## src/hdl/rvfs_pkg.sv

```systemverilog
// shared constants, codes and types for the voronoi ray facet search
package rvfs_pkg;

  // number format and field widths
  localparam int INDEX_BITS = 16;
  localparam int FRAC_BITS  = 16;
  localparam int LEN_BITS   = 48;
  localparam int LIMIT_BITS = LEN_BITS - 1;
  // anchor minus candidate term
  localparam int DIFF_BITS  = LEN_BITS + 1;
  // bisector numerator and denominator, signed
  localparam int NUM_BITS   = DIFF_BITS + 2;
  localparam int DEN_BITS   = DIFF_BITS + 1;
  // magnitudes fed to the divider
  localparam int MAGN_BITS  = NUM_BITS - 1;
  localparam int MAGD_BITS  = DEN_BITS - 1;
  // dividend is the numerator magnitude scaled by the fraction
  localparam int DIVD_BITS  = MAGN_BITS + FRAC_BITS;
  localparam int CNT_BITS   = $clog2(DIVD_BITS);

  localparam logic signed [LEN_BITS-1:0] LEN_MAX = {1'b0, {(LEN_BITS-1){1'b1}}};
  localparam logic signed [LEN_BITS-1:0] LEN_MIN = {1'b1, {(LEN_BITS-1){1'b0}}};

  // item actions
  localparam logic [1:0] ACT_START  = 2'd0;
  localparam logic [1:0] ACT_CAND   = 2'd1;
  localparam logic [1:0] ACT_FINISH = 2'd2;

  // search modes
  localparam logic [1:0] MODE_RAY  = 2'd0;
  localparam logic [1:0] MODE_ANY  = 2'd1;
  localparam logic [1:0] MODE_LINE = 2'd2;

  // top level sequencer
  typedef enum logic [1:0] {
    S_IDLE,
    S_DIFF,
    S_PREP,
    S_WAIT
  } seq_state_t;

  // divider sequencer
  typedef enum logic [1:0] {
    D_IDLE,
    D_ABS,
    D_RUN,
    D_FIX
  } div_state_t;

  // divider status toward the sequencer
  typedef struct packed {
    logic busy;
    logic done;
  } div_stat_t;

endpackage

```

## src/hdl/rvfs_if.sv

```systemverilog
// valid/ready channels for input items and result items

interface rvfs_in_if import rvfs_pkg::*; ();
  logic                          valid;
  logic                          ready;
  logic [1:0]                    action;
  logic [1:0]                    mode;
  logic signed [LEN_BITS-1:0]    anchor_norm_sq;
  logic signed [LEN_BITS-1:0]    anchor_dot_dir;
  logic signed [LEN_BITS-1:0]    anchor_dot_origin;
  logic [LIMIT_BITS-1:0]         fwd_limit;
  logic [LIMIT_BITS-1:0]         bwd_limit;
  logic [INDEX_BITS-1:0]         cand_index;
  logic signed [LEN_BITS-1:0]    cand_norm_sq;
  logic signed [LEN_BITS-1:0]    cand_dot_dir;
  logic signed [LEN_BITS-1:0]    cand_dot_origin;
  logic                          cand_ignored;

  modport source (
    output valid, action, mode, anchor_norm_sq, anchor_dot_dir, anchor_dot_origin,
           fwd_limit, bwd_limit, cand_index, cand_norm_sq, cand_dot_dir,
           cand_dot_origin, cand_ignored,
    input  ready
  );
  modport sink (
    input  valid, action, mode, anchor_norm_sq, anchor_dot_dir, anchor_dot_origin,
           fwd_limit, bwd_limit, cand_index, cand_norm_sq, cand_dot_dir,
           cand_dot_origin, cand_ignored,
    output ready
  );
endinterface

interface rvfs_out_if import rvfs_pkg::*; ();
  logic                          valid;
  logic                          ready;
  logic                          primary_found;
  logic [INDEX_BITS-1:0]         primary_index;
  logic signed [LEN_BITS-1:0]    primary_length;
  logic                          second_found;
  logic [INDEX_BITS-1:0]         second_index;
  logic signed [LEN_BITS-1:0]    second_length;

  modport source (
    output valid, primary_found, primary_index, primary_length,
           second_found, second_index, second_length,
    input  ready
  );
  modport sink (
    input  valid, primary_found, primary_index, primary_length,
           second_found, second_index, second_length,
    output ready
  );
endinterface

```

## src/hdl/ray_voronoi_facet_search.sv

```systemverilog
// ray exit search over voronoi bisectors: start, candidate and finish items
// start items load the search state, finish items a registered result item;
// a candidate passes the difference and prep states, then the divider: load,
// one trial subtract per dividend bit, saturate, then the nearest-hit update
// one item at a time, held while a result waits undrained; ignored candidates
// leave the sequencer idle, parallel ones skip the divider; reset (synchronous,
// active high) clears sequencers, search state and out_valid; no clearing pass
module ray_voronoi_facet_search import rvfs_pkg::*; (
  input  logic        clk,
  input  logic        rst,
  rvfs_in_if.sink     in_ch,
  rvfs_out_if.source  out_ch
);

  seq_state_t state, state_next;

  // search state
  logic [1:0]                 mode_reg;
  logic signed [LEN_BITS-1:0] a_nsq, a_dir, a_org;
  logic signed [LEN_BITS-1:0] best_fwd_length, best_bwd_length;
  logic [INDEX_BITS-1:0]      best_fwd_index, best_bwd_index;
  logic                       fwd_hit, bwd_hit;

  // candidate in flight
  logic [INDEX_BITS-1:0]      c_idx;
  logic signed [LEN_BITS-1:0] c_nsq, c_dir, c_org;
  logic signed [DIFF_BITS-1:0] t_nsq, t_dir, t_org;
  logic                       den_neg;

  // result register
  logic                       out_valid;
  logic                       o_pf, o_sf;
  logic [INDEX_BITS-1:0]      o_pi, o_si;
  logic signed [LEN_BITS-1:0] o_pl, o_sl;

  logic                       in_ready;
  logic                       accept;
  logic                       div_start;
  logic signed [NUM_BITS-1:0] num;
  logic signed [DEN_BITS-1:0] den;
  logic                       parallel;
  div_stat_t                  div_stat;
  logic signed [LEN_BITS-1:0] quot;

  // finish selection
  logic                       pf, sf;
  logic [INDEX_BITS-1:0]      pi, si;
  logic signed [LEN_BITS-1:0] pl, sl;

  assign accept = in_ch.valid & in_ready;

  // bisector terms from the registered differences
  always_comb begin
    num = {{2{t_nsq[DIFF_BITS-1]}}, t_nsq} - {t_org[DIFF_BITS-1], t_org, 1'b0};
    den = {t_dir, 1'b0};
    parallel = (t_dir == '0);
  end

  // next state
  always_comb begin
    state_next = state;
    unique case (state)
      S_IDLE: if (accept && in_ch.action == ACT_CAND && !in_ch.cand_ignored)
                state_next = S_DIFF;
      S_DIFF: state_next = S_PREP;
      S_PREP: state_next = parallel ? S_IDLE : S_WAIT;
      S_WAIT: if (div_stat.done) state_next = S_IDLE;
      default: state_next = S_IDLE;
    endcase
  end

  // sequencer outputs
  always_comb begin
    in_ready  = (state == S_IDLE) && (!out_valid || out_ch.ready);
    div_start = (state == S_PREP) && !parallel;
  end

  // finish result by mode
  always_comb begin
    pf = fwd_hit;
    pi = best_fwd_index;
    pl = best_fwd_length;
    sf = 1'b0;
    si = '0;
    sl = '0;
    priority if (mode_reg == MODE_ANY && !fwd_hit) begin
      pf = bwd_hit;
      pi = best_bwd_index;
      pl = best_bwd_length;
    end else if (mode_reg == MODE_LINE) begin
      sf = bwd_hit;
      si = best_bwd_index;
      sl = best_bwd_length;
    end
  end

  rvfs_divider u_div (
    .clk   (clk),
    .rst   (rst),
    .start (div_start),
    .num   (num),
    .den   (den),
    .stat  (div_stat),
    .quot  (quot)
  );

  // control and search state
  always_ff @(posedge clk) begin
    if (rst) begin
      state           <= S_IDLE;
      mode_reg        <= MODE_RAY;
      a_nsq           <= '0;
      a_dir           <= '0;
      a_org           <= '0;
      best_fwd_length <= '0;
      best_fwd_index  <= '0;
      fwd_hit         <= 1'b0;
      best_bwd_length <= '0;
      best_bwd_index  <= '0;
      bwd_hit         <= 1'b0;
      out_valid       <= 1'b0;
    end else begin
      state <= state_next;
      // a finish item loads the result register, ready drains it
      if (accept && in_ch.action == ACT_FINISH) out_valid <= 1'b1;
      else if (out_valid && out_ch.ready) out_valid <= 1'b0;
      // start items
      if (accept && in_ch.action == ACT_START) begin
        mode_reg        <= in_ch.mode;
        a_nsq           <= in_ch.anchor_norm_sq;
        a_dir           <= in_ch.anchor_dot_dir;
        a_org           <= in_ch.anchor_dot_origin;
        best_fwd_length <= $signed({1'b0, in_ch.fwd_limit});
        best_bwd_length <= -$signed({1'b0, in_ch.bwd_limit});
        best_fwd_index  <= '0;
        best_bwd_index  <= '0;
        fwd_hit         <= 1'b0;
        bwd_hit         <= 1'b0;
      end
      // keep the nearest crossing on each side
      if (state == S_WAIT && div_stat.done) begin
        if (den_neg && quot < best_fwd_length) begin
          best_fwd_length <= quot;
          best_fwd_index  <= c_idx;
          fwd_hit         <= 1'b1;
        end
        if (!den_neg && quot > best_bwd_length) begin
          best_bwd_length <= quot;
          best_bwd_index  <= c_idx;
          bwd_hit         <= 1'b1;
        end
      end
    end
  end

  // candidate and result payload
  always_ff @(posedge clk) begin
    if (accept && in_ch.action == ACT_CAND) begin
      c_idx <= in_ch.cand_index;
      c_nsq <= in_ch.cand_norm_sq;
      c_dir <= in_ch.cand_dot_dir;
      c_org <= in_ch.cand_dot_origin;
    end
    if (state == S_DIFF) begin
      t_nsq <= DIFF_BITS'(a_nsq) - DIFF_BITS'(c_nsq);
      t_dir <= DIFF_BITS'(a_dir) - DIFF_BITS'(c_dir);
      t_org <= DIFF_BITS'(a_org) - DIFF_BITS'(c_org);
    end
    if (state == S_PREP) den_neg <= t_dir[DIFF_BITS-1];
    if (accept && in_ch.action == ACT_FINISH) begin
      o_pf <= pf;
      o_pi <= pf ? pi : '0;
      o_pl <= pl;
      o_sf <= sf;
      o_si <= sf ? si : '0;
      o_sl <= sl;
    end
  end

  // ports
  assign in_ch.ready           = in_ready;
  assign out_ch.valid          = out_valid;
  assign out_ch.primary_found  = o_pf;
  assign out_ch.primary_index  = o_pi;
  assign out_ch.primary_length = o_pl;
  assign out_ch.second_found   = o_sf;
  assign out_ch.second_index   = o_si;
  assign out_ch.second_length  = o_sl;

endmodule

```

## src/hdl/rvfs_divider.sv

```systemverilog
// bit-serial signed divider with fraction scaling and saturation
module rvfs_divider import rvfs_pkg::*; (
  input  logic                        clk,
  input  logic                        rst,
  input  logic                        start,
  input  logic signed [NUM_BITS-1:0]  num,
  input  logic signed [DEN_BITS-1:0]  den,
  output div_stat_t                   stat,
  output logic signed [LEN_BITS-1:0]  quot
);

  div_state_t state, state_next;

  logic signed [NUM_BITS-1:0] num_r;
  logic signed [DEN_BITS-1:0] den_r;
  logic                       neg;
  logic [DIVD_BITS-1:0]       dvd;
  logic [MAGD_BITS-1:0]       dsr;
  logic [MAGD_BITS-1:0]       rem;
  logic [LEN_BITS-1:0]        q;
  logic                       sticky;
  logic [CNT_BITS-1:0]        cnt;
  logic                       done;

  logic [NUM_BITS-1:0]        n_mag;
  logic [DEN_BITS-1:0]        d_mag;
  logic [MAGD_BITS:0]         r_sh;
  logic [MAGD_BITS:0]         r_sub;
  logic                       ge;
  logic                       last;
  logic                       sat;

  // next state
  always_comb begin
    state_next = state;
    unique case (state)
      D_IDLE: if (start) state_next = D_ABS;
      D_ABS:  state_next = D_RUN;
      D_RUN:  if (last) state_next = D_FIX;
      D_FIX:  state_next = D_IDLE;
      default: state_next = D_IDLE;
    endcase
  end

  // step datapath: magnitudes, one trial subtract, saturation
  always_comb begin
    n_mag = num_r[NUM_BITS-1] ? (-num_r) : num_r;
    d_mag = den_r[DEN_BITS-1] ? (-den_r) : den_r;
    r_sh  = {rem, dvd[DIVD_BITS-1]};
    r_sub = r_sh - {1'b0, dsr};
    ge    = (r_sh >= {1'b0, dsr});
    last  = (cnt == CNT_BITS'(DIVD_BITS - 1));
    sat   = sticky | q[LEN_BITS-1];
    stat.busy = (state != D_IDLE);
    stat.done = done;
  end

  always_ff @(posedge clk) begin
    if (rst) begin
      state <= D_IDLE;
      done  <= 1'b0;
    end else begin
      state <= state_next;
      done  <= (state == D_FIX);
    end
  end

  // operand and iteration registers
  always_ff @(posedge clk) begin
    unique case (state)
      D_IDLE: begin
        if (start) begin
          num_r <= num;
          den_r <= den;
        end
      end
      D_ABS: begin
        neg    <= num_r[NUM_BITS-1] ^ den_r[DEN_BITS-1];
        dvd    <= {n_mag[MAGN_BITS-1:0], {FRAC_BITS{1'b0}}};
        dsr    <= d_mag[MAGD_BITS-1:0];
        rem    <= '0;
        q      <= '0;
        sticky <= 1'b0;
        cnt    <= '0;
      end
      D_RUN: begin
        rem    <= ge ? r_sub[MAGD_BITS-1:0] : r_sh[MAGD_BITS-1:0];
        dvd    <= {dvd[DIVD_BITS-2:0], 1'b0};
        q      <= {q[LEN_BITS-2:0], ge};
        sticky <= sticky | q[LEN_BITS-1];
        cnt    <= cnt + 1'b1;
      end
      D_FIX: begin
        if (neg) quot <= sat ? LEN_MIN : -$signed(q);
        else     quot <= sat ? LEN_MAX : $signed(q);
      end
      default: ;
    endcase
  end

endmodule

```

## src/flat_wrapper.sv

```systemverilog
// flat-port wrapper written by rule: the top's interface ports become plain ports
module ray_voronoi_facet_search_flat import rvfs_pkg::*;
  (clk, rst, in_ch_valid, in_ch_action, in_ch_mode, in_ch_anchor_norm_sq, in_ch_anchor_dot_dir, in_ch_anchor_dot_origin, in_ch_fwd_limit, in_ch_bwd_limit, in_ch_cand_index, in_ch_cand_norm_sq, in_ch_cand_dot_dir, in_ch_cand_dot_origin, in_ch_cand_ignored, in_ch_ready, out_ch_valid, out_ch_primary_found, out_ch_primary_index, out_ch_primary_length, out_ch_second_found, out_ch_second_index, out_ch_second_length, out_ch_ready);
  rvfs_in_if in_ch_i ();
  rvfs_out_if out_ch_i ();
  input  logic clk;
  input  logic rst;
  input wire logic [$bits(in_ch_i.valid)-1:0] in_ch_valid;
  input wire logic [$bits(in_ch_i.action)-1:0] in_ch_action;
  input wire logic [$bits(in_ch_i.mode)-1:0] in_ch_mode;
  input wire logic [$bits(in_ch_i.anchor_norm_sq)-1:0] in_ch_anchor_norm_sq;
  input wire logic [$bits(in_ch_i.anchor_dot_dir)-1:0] in_ch_anchor_dot_dir;
  input wire logic [$bits(in_ch_i.anchor_dot_origin)-1:0] in_ch_anchor_dot_origin;
  input wire logic [$bits(in_ch_i.fwd_limit)-1:0] in_ch_fwd_limit;
  input wire logic [$bits(in_ch_i.bwd_limit)-1:0] in_ch_bwd_limit;
  input wire logic [$bits(in_ch_i.cand_index)-1:0] in_ch_cand_index;
  input wire logic [$bits(in_ch_i.cand_norm_sq)-1:0] in_ch_cand_norm_sq;
  input wire logic [$bits(in_ch_i.cand_dot_dir)-1:0] in_ch_cand_dot_dir;
  input wire logic [$bits(in_ch_i.cand_dot_origin)-1:0] in_ch_cand_dot_origin;
  input wire logic [$bits(in_ch_i.cand_ignored)-1:0] in_ch_cand_ignored;
  output wire logic [$bits(in_ch_i.ready)-1:0] in_ch_ready;
  output wire logic [$bits(out_ch_i.valid)-1:0] out_ch_valid;
  output wire logic [$bits(out_ch_i.primary_found)-1:0] out_ch_primary_found;
  output wire logic [$bits(out_ch_i.primary_index)-1:0] out_ch_primary_index;
  output wire logic [$bits(out_ch_i.primary_length)-1:0] out_ch_primary_length;
  output wire logic [$bits(out_ch_i.second_found)-1:0] out_ch_second_found;
  output wire logic [$bits(out_ch_i.second_index)-1:0] out_ch_second_index;
  output wire logic [$bits(out_ch_i.second_length)-1:0] out_ch_second_length;
  input wire logic [$bits(out_ch_i.ready)-1:0] out_ch_ready;
  assign in_ch_i.valid = in_ch_valid;
  assign in_ch_i.action = in_ch_action;
  assign in_ch_i.mode = in_ch_mode;
  assign in_ch_i.anchor_norm_sq = in_ch_anchor_norm_sq;
  assign in_ch_i.anchor_dot_dir = in_ch_anchor_dot_dir;
  assign in_ch_i.anchor_dot_origin = in_ch_anchor_dot_origin;
  assign in_ch_i.fwd_limit = in_ch_fwd_limit;
  assign in_ch_i.bwd_limit = in_ch_bwd_limit;
  assign in_ch_i.cand_index = in_ch_cand_index;
  assign in_ch_i.cand_norm_sq = in_ch_cand_norm_sq;
  assign in_ch_i.cand_dot_dir = in_ch_cand_dot_dir;
  assign in_ch_i.cand_dot_origin = in_ch_cand_dot_origin;
  assign in_ch_i.cand_ignored = in_ch_cand_ignored;
  assign in_ch_ready = in_ch_i.ready;
  assign out_ch_valid = out_ch_i.valid;
  assign out_ch_primary_found = out_ch_i.primary_found;
  assign out_ch_primary_index = out_ch_i.primary_index;
  assign out_ch_primary_length = out_ch_i.primary_length;
  assign out_ch_second_found = out_ch_i.second_found;
  assign out_ch_second_index = out_ch_i.second_index;
  assign out_ch_second_length = out_ch_i.second_length;
  assign out_ch_i.ready = out_ch_ready;
  ray_voronoi_facet_search u_core (.clk(clk), .rst(rst), .in_ch(in_ch_i), .out_ch(out_ch_i));
endmodule
```

## config.mk

```make
export PLATFORM = sky130hd
export DESIGN_NAME = ray_voronoi_facet_search_flat
export DESIGN_NICKNAME = d
export VERILOG_FILES = /design/src/hdl/rvfs_pkg.sv /design/src/hdl/rvfs_if.sv /design/src/hdl/ray_voronoi_facet_search.sv /design/src/hdl/rvfs_divider.sv /design/src/flat_wrapper.sv
export SDC_FILE = /design/constraint.sdc
export NUM_CORES = 2
export LEC_CHECK = 0
export BUFFER_PORTS_ARGS = -buffer_cell sky130_fd_sc_hd__buf_2
export CAP_MARGIN = 30
export CORE_MARGIN = 10
export CORE_UTILIZATION = 55
export CTS_BUF_LIST = sky130_fd_sc_hd__clkbuf_8
export DETAILED_ROUTE_END_ITERATION = 8
export GPL_ROUTABILITY_DRIVEN = 1
export PLACE_DENSITY = 0.75
export SYNTH_ARGS = -nofsm -noshare
export SYNTH_HDL_FRONTEND = slang
export SYNTH_SLANG_ARGS = --single-unit
```

## constraint.sdc

```tcl
create_clock -name clk -period 16.3 [get_ports clk]
set_input_delay 1.63 -clock clk [delete_from_list [all_inputs] [get_ports clk]]
set_output_delay 1.63 -clock clk [all_outputs]
set_load 0.02 [all_outputs]
```

==> qor.yml <==
outcome: "complete, no violations"
grt_pass1_wl_um: 237000
whs_ns: 0.436
mostFrequentLayoutCells: "nand2_1, edfxtp_1, buf_2"
finalSetupTns_ns: 0
syn_avg_cell_area_um2: 9.93
yosysUniqueCellTypes: 84
place_area_um2: 62000
reg_top3: "u_core.u_div.num_r (51), u_core.u_div.dvd (50)"
grt_overflow: 0
setup_violations: 0
crit_path_end_kind: "flip-flop"
fin_skew_ns: 0.0349
synth-seq-cells: 1072
clockBufferDepth: 3
largest_reg_flops: 51
critPathRequiredTime_ns: 16.90
viasPerCell: 5.70
drive_above_1_share: 0.137
cts_made_buffers: 178
die-height_um: 345
drt-wirelength-per-cell_um: 18.8
setup_ws_ns: 11.43
r2r-end: "u_core.t_org[48]"
grt_usage: 0.241
holdPathEnd: "u_core.u_div.den_r[34]"
initial_utilization: 0.553
clk_latency_ns: 0.86
max_slew_margin: 0.307
peakVddDrop_uv: 96.2
worstPathArrival_ns: 5.47
fp.dieW_um: 345
synth_top_flop_cell: "edfxtp_1"
io_buffers: 538
cp_max_fo: 5
min_path_cells: 0
hold_violations: 0
synth_enable_flop_cells: 790
ant_nets: 0
worstMarginPinSlew_ns: 1.04
maxCapViolCount: 0
synth_seq_area_share: 0.506
place_ws_ns: 11.20
cts_sinks: 1072
htreeDepth: 4
r2r-start: "u_core.c_org[0]"
design_area_um2: 65600
setup.worst_path.start_class: "flip-flop"
antenna_found_initial: 13
grt_pass1_vias: 44684
synthArstFlopShare: 0
drt-initial-drc-count: 3291
num-fill-cells: 8697
post-route-drc-count: 0
post_cts_buffers: 0
holdBufCountCts: 0
timing.fmax_mhz: 205
path_clk_slew_ns: 0.06
regMostFlops: "u_core.u_div.num_r"
final_net_count: 7114
layout_commonest_cell: "nand2_1"
yosys_warnings: 0
r2r_setup_slack_ns: 11.43
cts_tree: "built"
worstHoldPathType: "flip-flop to flip-flop"
hpwl_um: 109000
area_growth_pct: 13.0
core_area_um2: 105000
synth_cells: 5848
grt_max_degree: 174
period_share: 0.299
rr_worst_depth: 13
timing.final.crit_period_ns: 4.87
synth_nets: 6607
cts_root_buf: "clkbuf_8"
path_class: "flip-flop to flip-flop"
vias: 45089
gp_congestion: 0.945
rows: 119
synth_area_um2: 58100
rsz0062_at_grt: "no"
p_leak_nw: 26.3
p_per_area_nw_per_um2: 118
worstHoldStart: "u_core.t_dir[33]"
finalWirelength_um: 149000
design.die.area_um2: 119000
slew_violations: 0
dr.pass1.iters: 6
num_io_pins: 539
cts_resized: 0
## final cells by class
class,instances,area [um^2],area share
sequential,1072,29400,0.447
multi-input combinational,4098,26300,0.400
timing repair buffer,578,3120,0.0476
clock buffer,203,2790,0.0426
tap,1391,1740,0.0265
inverter,427,1600,0.0244
clock inverter,129,709,0.0108
antenna,10,25.0,0.000381
## metrics by stage
stage,power (mW),std cells,util
3_5_place_dp,5.46,7563,0.590
6_report,7.75,7908,0.624
2_1_floorplan,4.97,5848,-
3_3_place_gp,5.41,7559,0.589
5_1_grt,8.19,7908,0.624
4_1_cts,7.79,7895,0.623
## kinds of logic (layout without fill, tap and decap cells)
group / Yosys count / count (layout) / synth area share
simple gates: 1866 / 1866 / 0.151
compound gates: 1423 / 1423 / 0.152
other cells: 0 / 10 / 0
flops: 1072 / 1072 / 0.506
fa+ha+maj: 352 / 352 / 0.0763
mux: 95 / 95 / 0.0164
xor+xnor: 362 / 362 / 0.0546
buf+inv: 678 / 1337 / 0.0442
## report_power, final
part,switching [mW],internal [mW],leakage [nW]
sequential,0.186,3.33,9.62
clock,1.10,1.22,2.03
combinational,1.16,0.752,14.6
total,2.44,5.30,26.3
## worst max path at each step
stage / start / end / slack (ns) / cells after the start
after CTS: u_core.c_org[0] / u_core.t_org[48] / 11.59 / 13
after floorplan: out_ch_ready / u_core.state[0] / 1.21 / 6
after global placement: in_ch_bwd_limit[12] / u_core.best_bwd_length[41] / 11.25 / 11
after detailed placement: in_ch_bwd_limit[12] / u_core.best_bwd_length[41] / 11.20 / 11
final: u_core.c_org[0] / u_core.t_org[48] / 11.43 / 13
after global routing: u_core.c_org[0] / u_core.t_org[48] / 11.26 / 13
## routing by layer
| layer | vias up | global-route usage | wire (um) |
|---|---|---|---|
| met3 | 337 | 0.0414 | 8730 |
| met5 | - | 0 | 13 |
| met4 | 2 | 0.106 | 6190 |
| li1 | 21984 | - | - |
| met2 | 1531 | 0.412 | 72500 |
| met1 | 21235 | 0.297 | 61500 |
## critical path: stages (launching register included)
cell and delay [ns]:
edfxtp_1 0.38, ha_1 0.26, fa_1 0.42, nor2b_1 0.12, o21ai_0 0.12, a211o_1 0.36
a211oi_1 0.49, a2111oi_0 0.17, buf_4 0.19, nor4_1 0.52, o211ai_1 0.23, a311oi_1 0.75
a211oi_1 0.24, a221o_1 0.38
## Yosys cell counts (all sizes together), types with 23 or more instances
master / n / share of area
nor4: 38 / 0.0046
clkbuf: 225 / 0.015
nand4: 61 / 0.0066
a211oi: 30 / 0.0040
dfxtp: 282 / 0.097
and2: 64 / 0.0069
a21oi: 479 / 0.041
or3: 35 / 0.0038
and3: 56 / 0.0060
o211ai: 23 / 0.0030
nand2: 794 / 0.051
nand2b: 58 / 0.0062
nor3: 143 / 0.012
o21bai: 32 / 0.0041
ha: 348 / 0.075
xnor2: 201 / 0.030
mux2i: 94 / 0.016
o21ai: 345 / 0.030
nor2b: 52 / 0.0056
o21a: 52 / 0.0067
or4: 36 / 0.0051
o31ai: 44 / 0.0061
edfxtp: 790 / 0.41
a21o: 175 / 0.023
nand3: 67 / 0.0058
inv: 426 / 0.028
nor2: 365 / 0.024
a31oi: 49 / 0.0053
buf: 26 / 0.0019
a311oi: 54 / 0.0081
xor2: 161 / 0.024
Power figures use the tool's default switching activity.
